<file path="config.mk">
export PLATFORM = sky130hd
export DESIGN_NAME = periodic_task_timer_table
export DESIGN_NICKNAME = d
export VERILOG_FILES = /design/src/hdl/ptt_pkg.sv /design/src/hdl/ptt_slot_mem.sv /design/src/hdl/periodic_task_timer_table.sv
export SDC_FILE = /design/constraint.sdc
export NUM_CORES = 1
export LEC_CHECK = 0
export ABC_AREA = 1
export BUFFER_PORTS_ARGS = -buffer_cell sky130_fd_sc_hd__buf_2
export CAP_MARGIN = 30
export CORE_MARGIN = 2
export CORE_UTILIZATION = 50
export DETAILED_ROUTE_END_ITERATION = 6
export PLACE_DENSITY = 0.74
export REMOVE_ABC_BUFFERS = 1
export SLEW_MARGIN = 20
export SYNTH_ARGS = -nofsm -noshare
export SYNTH_HDL_FRONTEND = slang
export SYNTH_SLANG_ARGS = --single-unit
</file>
<file path="constraint.sdc">
create_clock -name clk -period 6 [get_ports clk]
set_input_delay 1.2 -clock clk [delete_from_list [all_inputs] [get_ports clk]]
set_output_delay 1.2 -clock clk [all_outputs]
set_load 0.005 [all_outputs]
</file>
<file path="src/hdl/ptt_pkg.sv">
package ptt_pkg;

  localparam int MAX_TASKS_DEF = 8;

  localparam int OPCODE_W   = 3;
  localparam int ID_W       = 3;
  localparam int TIME_W     = 32;
  localparam int STATUS_W   = 2;
  localparam int MASK_W     = 8;

  localparam logic [OPCODE_W-1:0] OP_ADD      = 3'd0;
  localparam logic [OPCODE_W-1:0] OP_INTERVAL = 3'd1;
  localparam logic [OPCODE_W-1:0] OP_ENABLE   = 3'd2;
  localparam logic [OPCODE_W-1:0] OP_FORCE    = 3'd3;
  localparam logic [OPCODE_W-1:0] OP_DISPATCH = 3'd4;

  localparam logic [STATUS_W-1:0] ST_DONE  = 2'd0;
  localparam logic [STATUS_W-1:0] ST_FULL  = 2'd1;
  localparam logic [STATUS_W-1:0] ST_BADID = 2'd2;

  typedef enum logic [3:0] {
    S_IDLE = 4'b0001,
    S_READ = 4'b0010,
    S_EXEC = 4'b0100,
    S_DONE = 4'b1000
  } seq_state_t;

endpackage

</file>
<file path="src/hdl/ptt_slot_mem.sv">
module ptt_slot_mem #(
  parameter int DEPTH = 8,
  parameter int AW    = 3
) (
  input  logic                      clk,
  input  logic                      wr_iv_en,
  input  logic                      wr_lt_en,
  input  logic [AW-1:0]             wr_addr,
  input  logic [ptt_pkg::TIME_W-1:0] wr_iv_data,
  input  logic [ptt_pkg::TIME_W-1:0] wr_lt_data,
  input  logic [AW-1:0]             rd_addr,
  output logic [ptt_pkg::TIME_W-1:0] rd_iv,
  output logic [ptt_pkg::TIME_W-1:0] rd_lt
);
  import ptt_pkg::*;

  logic [TIME_W-1:0] iv_mem [DEPTH];
  logic [TIME_W-1:0] lt_mem [DEPTH];

  always_ff @(posedge clk) begin
    if (wr_iv_en) begin
      iv_mem[wr_addr] <= wr_iv_data;
    end
    if (wr_lt_en) begin
      lt_mem[wr_addr] <= wr_lt_data;
    end
    rd_iv <= iv_mem[rd_addr];
    rd_lt <= lt_mem[rd_addr];
  end

endmodule

</file>
<file path="src/hdl/periodic_task_timer_table.sv">
// channel | direction | ports                                            | handshake
// input   | in        | in_opcode in_task_id in_interval_ms in_enable     | in_valid/in_ready
//         |           | in_now_ms                                         |
// result  | out       | out_status out_assigned_id out_fired_mask         | out_valid/out_ready
//
// add, change interval, set enable and unused opcodes go from S_IDLE straight to S_DONE;
// force passes S_READ and S_EXEC (slot read from the memory, one pass through the
// subtractor); dispatch passes S_READ, then S_EXEC once per task in use, one slot a cycle
// through the shared subtract/compare unit, and goes straight to S_DONE on an empty table.
// rst_n (synchronous) empties the table and clears all enables; slot memories are not cleared.
// one item at a time: in_ready is high only when idle; a new word is taken while
// the previous result still waits in the output register, and its result waits
// in turn until that register is free.
module periodic_task_timer_table #(
  parameter int MAX_TASKS = ptt_pkg::MAX_TASKS_DEF
) (
  input  logic                          clk,
  input  logic                          rst_n,
  input  logic                          in_valid,
  output logic                          in_ready,
  input  logic [ptt_pkg::OPCODE_W-1:0]  in_opcode,
  input  logic [ptt_pkg::ID_W-1:0]      in_task_id,
  input  logic [ptt_pkg::TIME_W-1:0]    in_interval_ms,
  input  logic                          in_enable,
  input  logic [ptt_pkg::TIME_W-1:0]    in_now_ms,
  output logic                          out_valid,
  input  logic                          out_ready,
  output logic [ptt_pkg::STATUS_W-1:0]  out_status,
  output logic [ptt_pkg::ID_W-1:0]      out_assigned_id,
  output logic [ptt_pkg::MASK_W-1:0]    out_fired_mask
);
  import ptt_pkg::*;

  localparam int IDX_W = (MAX_TASKS > 1) ? $clog2(MAX_TASKS) : 1;
  localparam int CNT_W = $clog2(MAX_TASKS + 1);
  localparam int CMP_W = (CNT_W > ID_W) ? CNT_W : ID_W;
  localparam int FW    = (IDX_W > 4) ? IDX_W : 4;

  seq_state_t state_r, state_nxt;
  logic [CNT_W-1:0]     count_r, count_nxt;
  logic [MAX_TASKS-1:0] en_r, en_nxt;
  logic [IDX_W-1:0]     idx_r, idx_nxt;

  logic [OPCODE_W-1:0]  op_r, op_nxt;
  logic [TIME_W-1:0]    now_r, now_nxt;

  logic [STATUS_W-1:0]  res_status_r, res_status_nxt;
  logic [ID_W-1:0]      res_id_r, res_id_nxt;
  logic [MASK_W-1:0]    res_mask_r, res_mask_nxt;

  logic                 out_valid_r, out_valid_nxt;
  logic [STATUS_W-1:0]  out_status_r, out_status_nxt;
  logic [ID_W-1:0]      out_id_r, out_id_nxt;
  logic [MASK_W-1:0]    out_mask_r, out_mask_nxt;

  logic                 wr_iv_en, wr_lt_en;
  logic [IDX_W-1:0]     wr_addr, rd_addr;
  logic [TIME_W-1:0]    wr_iv_data, wr_lt_data;
  logic [TIME_W-1:0]    rd_iv, rd_lt;

  logic [TIME_W-1:0]    sub_opnd, sub_res;
  logic                 due;
  logic                 id_ok, accept, last_slot;
  logic [FW-1:0]        idx_wide;
  logic [CMP_W-1:0]     count_wide;

  ptt_slot_mem #(
    .DEPTH (MAX_TASKS),
    .AW    (IDX_W)
  ) u_mem (
    .clk        (clk),
    .wr_iv_en   (wr_iv_en),
    .wr_lt_en   (wr_lt_en),
    .wr_addr    (wr_addr),
    .wr_iv_data (wr_iv_data),
    .wr_lt_data (wr_lt_data),
    .rd_addr    (rd_addr),
    .rd_iv      (rd_iv),
    .rd_lt      (rd_lt)
  );

  // shared subtract/compare unit: force uses now - interval, dispatch now - last
  assign sub_opnd = (op_r == OP_FORCE) ? rd_iv : rd_lt;
  assign sub_res  = now_r - sub_opnd;
  assign due      = en_r[idx_r] && (sub_res >= rd_iv);

  assign accept     = in_valid && in_ready;
  assign in_ready   = (state_r == S_IDLE);
  assign id_ok      = CMP_W'(in_task_id) < CMP_W'(count_r);
  assign last_slot  = (CNT_W'(idx_r) + CNT_W'(1)) >= count_r;
  assign idx_wide   = FW'(idx_r);
  assign count_wide = CMP_W'(count_r);

  // next slot is fetched while the current one is checked
  assign rd_addr = (state_r == S_EXEC) ? idx_r + IDX_W'(1) : idx_r;

  always_comb begin
    state_nxt      = state_r;
    count_nxt      = count_r;
    en_nxt         = en_r;
    idx_nxt        = idx_r;
    op_nxt         = op_r;
    now_nxt        = now_r;
    res_status_nxt = res_status_r;
    res_id_nxt     = res_id_r;
    res_mask_nxt   = res_mask_r;
    out_valid_nxt  = out_valid_r;
    out_status_nxt = out_status_r;
    out_id_nxt     = out_id_r;
    out_mask_nxt   = out_mask_r;
    wr_iv_en       = 1'b0;
    wr_lt_en       = 1'b0;
    wr_addr        = idx_r;
    wr_iv_data     = in_interval_ms;
    wr_lt_data     = in_now_ms;

    if (out_valid_r && out_ready) begin
      out_valid_nxt = 1'b0;
    end

    case (state_r)
      S_IDLE: begin
        if (accept) begin
          op_nxt         = in_opcode;
          now_nxt        = in_now_ms;
          res_status_nxt = ST_DONE;
          res_id_nxt     = '0;
          res_mask_nxt   = '0;
          idx_nxt        = '0;
          state_nxt      = S_DONE;
          case (in_opcode)
            OP_ADD: begin
              if (count_r >= CNT_W'(MAX_TASKS)) begin
                res_status_nxt = ST_FULL;
              end else begin
                wr_addr                      = count_r[IDX_W-1:0];
                wr_iv_en                     = 1'b1;
                wr_lt_en                     = 1'b1;
                en_nxt[count_r[IDX_W-1:0]]   = 1'b1;
                count_nxt                    = count_r + CNT_W'(1);
                res_id_nxt                   = count_wide[ID_W-1:0];
              end
            end
            OP_INTERVAL, OP_ENABLE, OP_FORCE: begin
              if (!id_ok) begin
                res_status_nxt = ST_BADID;
              end else begin
                wr_addr = IDX_W'(in_task_id);
                if (in_opcode == OP_INTERVAL) begin
                  wr_iv_en = 1'b1;
                end else if (in_opcode == OP_ENABLE) begin
                  en_nxt[IDX_W'(in_task_id)] = in_enable;
                  wr_lt_en                   = in_enable;
                end else begin
                  idx_nxt   = IDX_W'(in_task_id);
                  state_nxt = S_READ;
                end
              end
            end
            OP_DISPATCH: begin
              if (count_r != '0) begin
                state_nxt = S_READ;
              end
            end
            default: begin
            end
          endcase
        end
      end
      S_READ: begin
        state_nxt = S_EXEC;
      end
      S_EXEC: begin
        if (op_r == OP_FORCE) begin
          wr_lt_en   = 1'b1;
          wr_lt_data = sub_res;
          state_nxt  = S_DONE;
        end else begin
          if (due) begin
            wr_lt_en   = 1'b1;
            wr_lt_data = now_r;
            if (idx_wide < FW'(MASK_W)) begin
              res_mask_nxt[idx_wide[2:0]] = 1'b1;
            end
          end
          if (last_slot) begin
            state_nxt = S_DONE;
          end else begin
            idx_nxt = idx_r + IDX_W'(1);
          end
        end
      end
      S_DONE: begin
        if (!out_valid_r || out_ready) begin
          out_valid_nxt  = 1'b1;
          out_status_nxt = res_status_r;
          out_id_nxt     = res_id_r;
          out_mask_nxt   = res_mask_r;
          state_nxt      = S_IDLE;
        end
      end
      default: begin
        state_nxt = S_IDLE;
      end
    endcase
  end

  always_ff @(posedge clk) begin
    if (!rst_n) begin
      state_r     <= S_IDLE;
      count_r     <= '0;
      en_r        <= '0;
      out_valid_r <= 1'b0;
      idx_r       <= '0;
    end else begin
      state_r     <= state_nxt;
      count_r     <= count_nxt;
      en_r        <= en_nxt;
      out_valid_r <= out_valid_nxt;
      idx_r       <= idx_nxt;
    end
  end

  always_ff @(posedge clk) begin
    op_r         <= op_nxt;
    now_r        <= now_nxt;
    res_status_r <= res_status_nxt;
    res_id_r     <= res_id_nxt;
    res_mask_r   <= res_mask_nxt;
    out_status_r <= out_status_nxt;
    out_id_r     <= out_id_nxt;
    out_mask_r   <= out_mask_nxt;
  end

  assign out_valid       = out_valid_r;
  assign out_status      = out_status_r;
  assign out_assigned_id = out_id_r;
  assign out_fired_mask  = out_mask_r;

endmodule
</file>
# After elaboration in Yosys (flattened, before gate mapping)

Memory sizes are Yosys's and may differ from the RTL's. A register that Yosys moved wholly into a read port is not among the register bits.
Cells that the tools add are included.

Output and inout bits: 15
Bits of input ports: 75
Memories: 2
Logic and storage cells: 146
Flip-flop bits (word level): 81
Bits in writable memories: 512

$add $sub $neg: 4
Order comparisons: 11
Equal/unequal tests: 20
Bitwise gates (word level): 4
Reductions and logical operators: 21
Muxes and demuxes: 71

Memory list:

| name         | words | bits a word | rd ports | clocked after Yosys merged registers in | wr ports | RTL line           | text |
|---|---|---|---|---|---|---|---|
| u_mem.iv_mem | 8     | 32          | 1        | 1                                       | 1        | ptt_slot_mem.sv:17 | `logic [TIME_W-1:0] iv_mem [DEPTH];` |
| u_mem.lt_mem | 8     | 32          | 1        | 1                                       | 1        | ptt_slot_mem.sv:18 | `logic [TIME_W-1:0] lt_mem [DEPTH];` |

Operator list:

| operator              | number |
|---|---|
| $mux W32              | 4 |
| $mux W8               | 8 |
| $mux W3               | 12 |
| $ge A32 B32 Y1        | 1 |
| $mux W4               | 8 |
| $pmux W8 S2           | 2 |
| $sub A32 B32 Y32      | 1 |
| $mux W1               | 23 |
| $lt A3 B4 Y1 const B  | 4 |
| $ne A2 B2 Y1 const B  | 8 |
| $or A8 B8 Y8          | 2 |
| $pmux W4 S4           | 1 |
| $pmux W3 S2           | 2 |
| $demux W1 S3          | 3 |
| $eq A3 B2 Y1 const B  | 3 |
| $ge A3 B1 Y1 const B  | 3 |
| $bwmux W8             | 1 |
| $pmux W4 S2           | 1 |
| $reduce_and A4 Y1     | 2 |
| $reduce_and A7 Y1     | 1 |
| $logic_and A1 B1 Y1   | 6 |
| $pmux W1 S2           | 3 |
| $reduce_and A5 Y1     | 1 |
| $add A3 B1 Y4 const B | 1 |
| 26 further kinds      | 30 |

# Longest topological paths before layout

Depth in word-level cells: 10
Mapped depth: 32
Mapped depth without buffers: 30

# Cells and area by module

From an unflattened synthesis, not the netlist that was laid out.

Cell total of the unflattened synthesis: 3706
Area total of the unflattened synthesis: 32245.9 µm²

By module, submodules not included:

| module                    | instances | cells an instance | area an instance (µm²) |
|---|---|---|---|
| ptt_slot_mem              | 1         | 2306              | 23712.7 |
| periodic_task_timer_table | 1         | 1400              | 8533.2 |

# Worst setup path after synthesis

OpenSTA, ideal clock, no wires.

Path kind: register -> register
From: register op_r[0]
To: memory u_mem.lt_mem[0][0] (enable)
Required time: 5.568 ns
Library setup time: 0.432 ns
Arrival time: 5.337 ns
Setup slack: 0.231 ns
Clock period less this slack: 5.769 ns
Path buffers: 1
Cell stages (with the launch flop): 28
Cell sequence: edfxtp_1 > inv_1 > nor2_1 > nand2_1 > clkinv_1 > clkbuf_1 > nand2_1 > nand2_1 > ha_1 > fa_1 > o21ai_0 > nand2_1 > nand2_1 > nand3_1 > nand2_1 > nand2_1 > nand2_1 > nand2_1 > and2_1 > ha_1 > nand2_1 > nor2_1 > nand2_1 > nor4_1 > nand2_1 > nand2_1 > nand3_1 > a21oi_1

Cells in the longest elaborated chain, start to end: 10

Ends and longest elaborated chain:

| element                         | RTL line                                                          | text |
|---|---|---|
| from (decl)                     | periodic_task_timer_table.sv:44                                   | `logic [OPCODE_W-1:0] op_r, op_nxt;` |
| from (signal assigned)          | periodic_task_timer_table.sv:225                                  | `op_r <= op_nxt;` |
| $eq A3 B2 Y1 *                  | periodic_task_timer_table.sv:83, periodic_task_timer_table.sv:174 |  |
| $mux W32                        | periodic_task_timer_table.sv:83                                   | `assign sub_opnd = (op_r == OP_FORCE) ? rd_iv : rd_lt;` |
| $sub A32 B32 Y32                | periodic_task_timer_table.sv:84                                   | `assign sub_res = now_r - sub_opnd;` |
| $ge A32 B32 Y1                  | periodic_task_timer_table.sv:85                                   | `assign due = en_r[idx_r] && (sub_res >= rd_iv);` |
| $logic_and A1 B1 Y1             | periodic_task_timer_table.sv:85                                   |  |
| $mux W1                         | periodic_task_timer_table.sv:179                                  | `if (due) begin` |
| $mux W1 *                       | periodic_task_timer_table.sv:174                                  | `if (op_r == OP_FORCE) begin` |
| $pmux W1 S2 *                   | periodic_task_timer_table.sv:121                                  | `case (state_r)` |
| $mux W1 *                       | ptt_slot_mem.sv:24                                                | `if (wr_lt_en) begin` |
| $mux W1 (not written as such) * | ptt_slot_mem.sv:25                                                | `lt_mem[wr_addr] <= wr_lt_data;` |
| to (decl)                       | ptt_slot_mem.sv:18                                                |  |

Mark *: on every way between the ends. The rest lies on a longest branch, timed or not.

# Worst setup path after layout

From: register op_r[0]
To: memory u_mem.lt_mem[0][3] (data pin)

Cells in the longest elaborated chain, start to end: 8

Ends and longest elaborated chain:

| element                       | RTL line                                                          | text |
|---|---|---|
| $eq A3 B2 Y1 *                | periodic_task_timer_table.sv:83, periodic_task_timer_table.sv:174 |  |
| $mux W32                      | periodic_task_timer_table.sv:83                                   |  |
| $sub A32 B32 Y32              | periodic_task_timer_table.sv:84                                   |  |
| $ge A32 B32 Y1                | periodic_task_timer_table.sv:85                                   |  |
| $logic_and A1 B1 Y1           | periodic_task_timer_table.sv:85                                   |  |
| $mux W32                      | periodic_task_timer_table.sv:179                                  |  |
| $mux W32 *                    | periodic_task_timer_table.sv:174                                  |  |
| $mux W32 *                    | periodic_task_timer_table.sv:121                                  |  |
| via u_mem.wr_lt_data, one bit | ptt_slot_mem.sv:10                                                | `input logic [ptt_pkg::TIME_W-1:0] wr_lt_data,` |

The timed path passes the listed nets; every way through them passes the cells marked *.

==> out/results.tsv <==
metric	value	unit
PostCTS Resize Cnt	0	
vias per std cell	5.74	
via count	21000	
power density of the placed cells	412	nW/um^2
max cap viols	0	
area of the multi-input gates	8730	sq um
CTS Buf Count	68	
Period minus WS final	5.54	ns
#FFs+latches synth	657	
RD Place Congestion	1.01	
CP endpoint kind	register	
final setup fails	0	
Warnings, synthesis	0	
Crit Path Category	reg2reg	
Rows	88	
Worst path max stage delay	0.40	ns
met2 Use GR	39.5	%
critical path arrival	5.78	ns
CTS tree	done	
layout overhead on the synthesized area	12.4	%
Syn Std Cell Area	29100	sq um
Int Power	0.00893	W
Worst Path Max Fanout	59	
normalized max-slew margin	29.9	%
Mapped Avg Cell Area	10.5	sq um
sw frac	33.8	%
register area	18900	sq um
GRT Overall Usage	24.4	%
CTS Root Cell	clkbuf_16	
sequential area share after synthesis	64.8	%
Clk pin slew, worst setup/hold paths	0.06	ns
Post-Layout Cell Count	3659	
DIE AREA	60200	sq um
port bufs	89	
Leak	12.2	nW
final total power	0.0135	W
final setup margin	0.462	ns
design area	32700	sq um
die width	245	um
period utilisation layout	92.3	%
Switching Power	0.00457	W
Tightest Pin Transition	1.05	ns
share of post-route cells with drive strength above 1	9.93	%
commonest register cell after synthesis	edfxtp_1	
RSZ-0062 raised after global routing	false	
Ports	90	
fin nets	2984	
WL final	74200	um
Slowest-stage cell, CP	ha_1	
FMAX	181	MHz
worst hold-check path type	reg2reg	
vias in the first global route	20300	
Clock Sinks	657	
Post-Syn Instances	2764	
Synth cell types	42	
Reg power frac	40.1	%
first-pass GRT wire length	113000	um
Post-synth EDFFs	573	
initial antenna violation count	8	
most frequent CP cell	nand2_1	
Pre-Repair DR Iteration Count	7	
worst slack at placement	0.640	ns
Top Usage Layer GRT	met2	
GR Overflow Total	0	
Comb pwr share	28.7	%
met3 usage	4.30	%
H-tree levels	3	
status	complete, but fails checks	
Initial Utilization	50.5	%
worst-case clock skew	0.0331	ns
Clock Latency Late Sink	0.62	ns
reg2reg setup slack	0.46	ns
largest net degree at the start of global routing	131	
met1 GRT Util	33.0	%
final hold viol count	0	
Setup Fix Bufs, Post-CTS	0	
FILL cells	4734	
Clk network pwr share	31.2	%
ys async rst share	0	%
Initial DRC Count	2204	
worst vdd ir	0.257	mV
placed cells	3530	
Die Y	245	um
Avg WL per Cell	20.3	um
Core Box Area	57700	sq um
DP Wirelength	46200	um
DP Area	30500	sq um
failing checks	design-rule violations	
clk buf depth	3	
Worst EP required	6.25	ns
number of remaining DRC errors	5	
CP Launch Type	register	
remaining antenna violation count after routing	0	
Final Max Tran Viols	0	
Post-CTS Hold Buffers	0	
-- synthesized netlist by cell type (2+ instances only) --
cell type	instances	area share (%)
buf_6	3	0.12
nor4_1	3	0.064
dfxtp_1	84	5.8
and2_1	12	0.26
nand4_1	15	0.32
a21o_1	3	0.077
o21ai_0	245	4.2
nand2_1	397	5.1
buf_4	14	0.36
nor2_1	350	4.5
nand3_1	151	2.6
o22ai_1	132	2.8
xor2_1	14	0.42
a21oi_1	68	1.2
nand2_2	7	0.15
a31oi_1	13	0.28
clkbuf_1	30	0.39
ha_1	72	3.1
buf_1	5	0.064
o21ai_1	155	2.7
nor3_1	20	0.34
nand3b_1	10	0.26
o21a_1	4	0.10
o211ai_1	2	0.052
or2_2	6	0.13
buf_2	82	1.4
o31ai_1	5	0.13
edfxtp_1	573	59
a21boi_0	2	0.052
clkinv_1	2	0.026
xnor2_1	2	0.060
inv_2	8	0.10
o21bai_1	3	0.077
inv_1	264	3.4
-- sequential cells by signal (all words and copies together), names as in the netlist, 8 cells and up --
name / flops
u_mem.iv_mem: 256
en_r: 8
u_mem.rd_iv: 32
u_mem.lt_mem: 256
now_r: 32
res_mask_r: 8
u_mem.rd_lt: 32
out_fired_mask: 8
-- area by class of cell --
| type | instances | share of cell area (%) |
|---|---|---|
| Multi-Input combinational cell | 1699 | 26.7 |
| Timing Repair Buffer | 136 | 2.69 |
| Antenna cell | 3 | 0.0229 |
| Inverter | 274 | 3.16 |
| Clock buffer | 92 | 5.75 |
| Clock inverter | 33 | 1.12 |
| Sequential cell | 657 | 57.7 |
| Tap cell | 765 | 2.92 |
-- worst max-delay path: cells and delay by family (launching register included) --
family	cells	cell delay (ns)
AND/OR/NAND/NOR	17	2.43
buffers and inverters	6	1.16
adder cells (fa/ha/maj)	2	0.72
AO/OA/AOI/OAI	4	0.50
flip-flops	1	0.37
-- layout by cell type, fill, tap and decap left out, types with 13 or more instances in the layout --
| cell | Yosys | routed |
|---|---|---|
| xor2_1 | 14 | 14 |
| inv_1 | 264 | 263 |
| a31oi_1 | 13 | 13 |
| ha_1 | 72 | 72 |
| buf_2 | 82 | 89 |
| a21oi_1 | 68 | 59 |
| nand4_1 | 15 | 15 |
| nand2_1 | 397 | 397 |
| nand3_1 | 151 | 151 |
| buf_4 | 14 | 41 |
| o21ai_0 | 245 | 245 |
| o22ai_1 | 132 | 132 |
| o21ai_1 | 155 | 154 |
| nor3_1 | 20 | 20 |
| clkbuf_16 | 0 | 68 |
| nor2_1 | 350 | 340 |
| clkbuf_1 | 30 | 15 |
| edfxtp_1 | 573 | 573 |
| dfxtp_1 | 84 | 84 |
-- kinds of logic after synthesis --
| family | synth area share (%) |
|---|---|
| AO/OA/AOI/OAI | 11.7 |
| XOR/XNOR | 0.481 |
| adder cells (fa/ha/maj) | 3.16 |
| buffers and inverters | 5.87 |
| flip-flops | 64.8 |
| AND/OR/NAND/NOR | 14.0 |
-- power groups by stage --
stage               sequential (W)  combinational [W]  clock [W]
floorplan                  0.00542            0.00264          0
global placement           0.00550            0.00372          0
detailed placement         0.00550            0.00379          0
CTS                        0.00541            0.00382    0.00428
global route               0.00543            0.00434    0.00445
finish                     0.00541            0.00388    0.00421
-- metrics by stage --
step           hold slack [ns]  utilization [%]  setup TNS (ns)
3_3_place_gp             0.410             52.8               0
3_5_place_dp             0.405             52.8               0
5_1_grt                  0.434             56.8               0
6_report                 0.416             56.8               0
2_1_floorplan            0.400                -         -266.48
4_1_cts                  0.418             56.7               0
-- path summary, 6_finish.rpt --
| path | startpoint | end | cells past startpoint |
|---|---|---|---|
| max reg2reg | op_r[0]$_DFFE_PP_ | u_mem.lt_mem[0][3]$_DFFE_PP_ | 29 |
| min reg2reg | res_id_r[2]$_SDFFCE_PP0P_ | out_assigned_id[2]$_DFFE_PP_ | 0 |
| min | res_id_r[2]$_SDFFCE_PP0P_ | out_assigned_id[2]$_DFFE_PP_ | 0 |
| max | op_r[0]$_DFFE_PP_ | u_mem.lt_mem[0][3]$_DFFE_PP_ | 29 |
-- per-layer routing --
metal / vias up / share of wire [%]
met5: - / 0.093
met4: 10 / 2.8
met3: 156 / 8.0
met2: 856 / 48
met1: 10200 / 42
li1: 9820 / -
(Power assumes the default switching activity.)
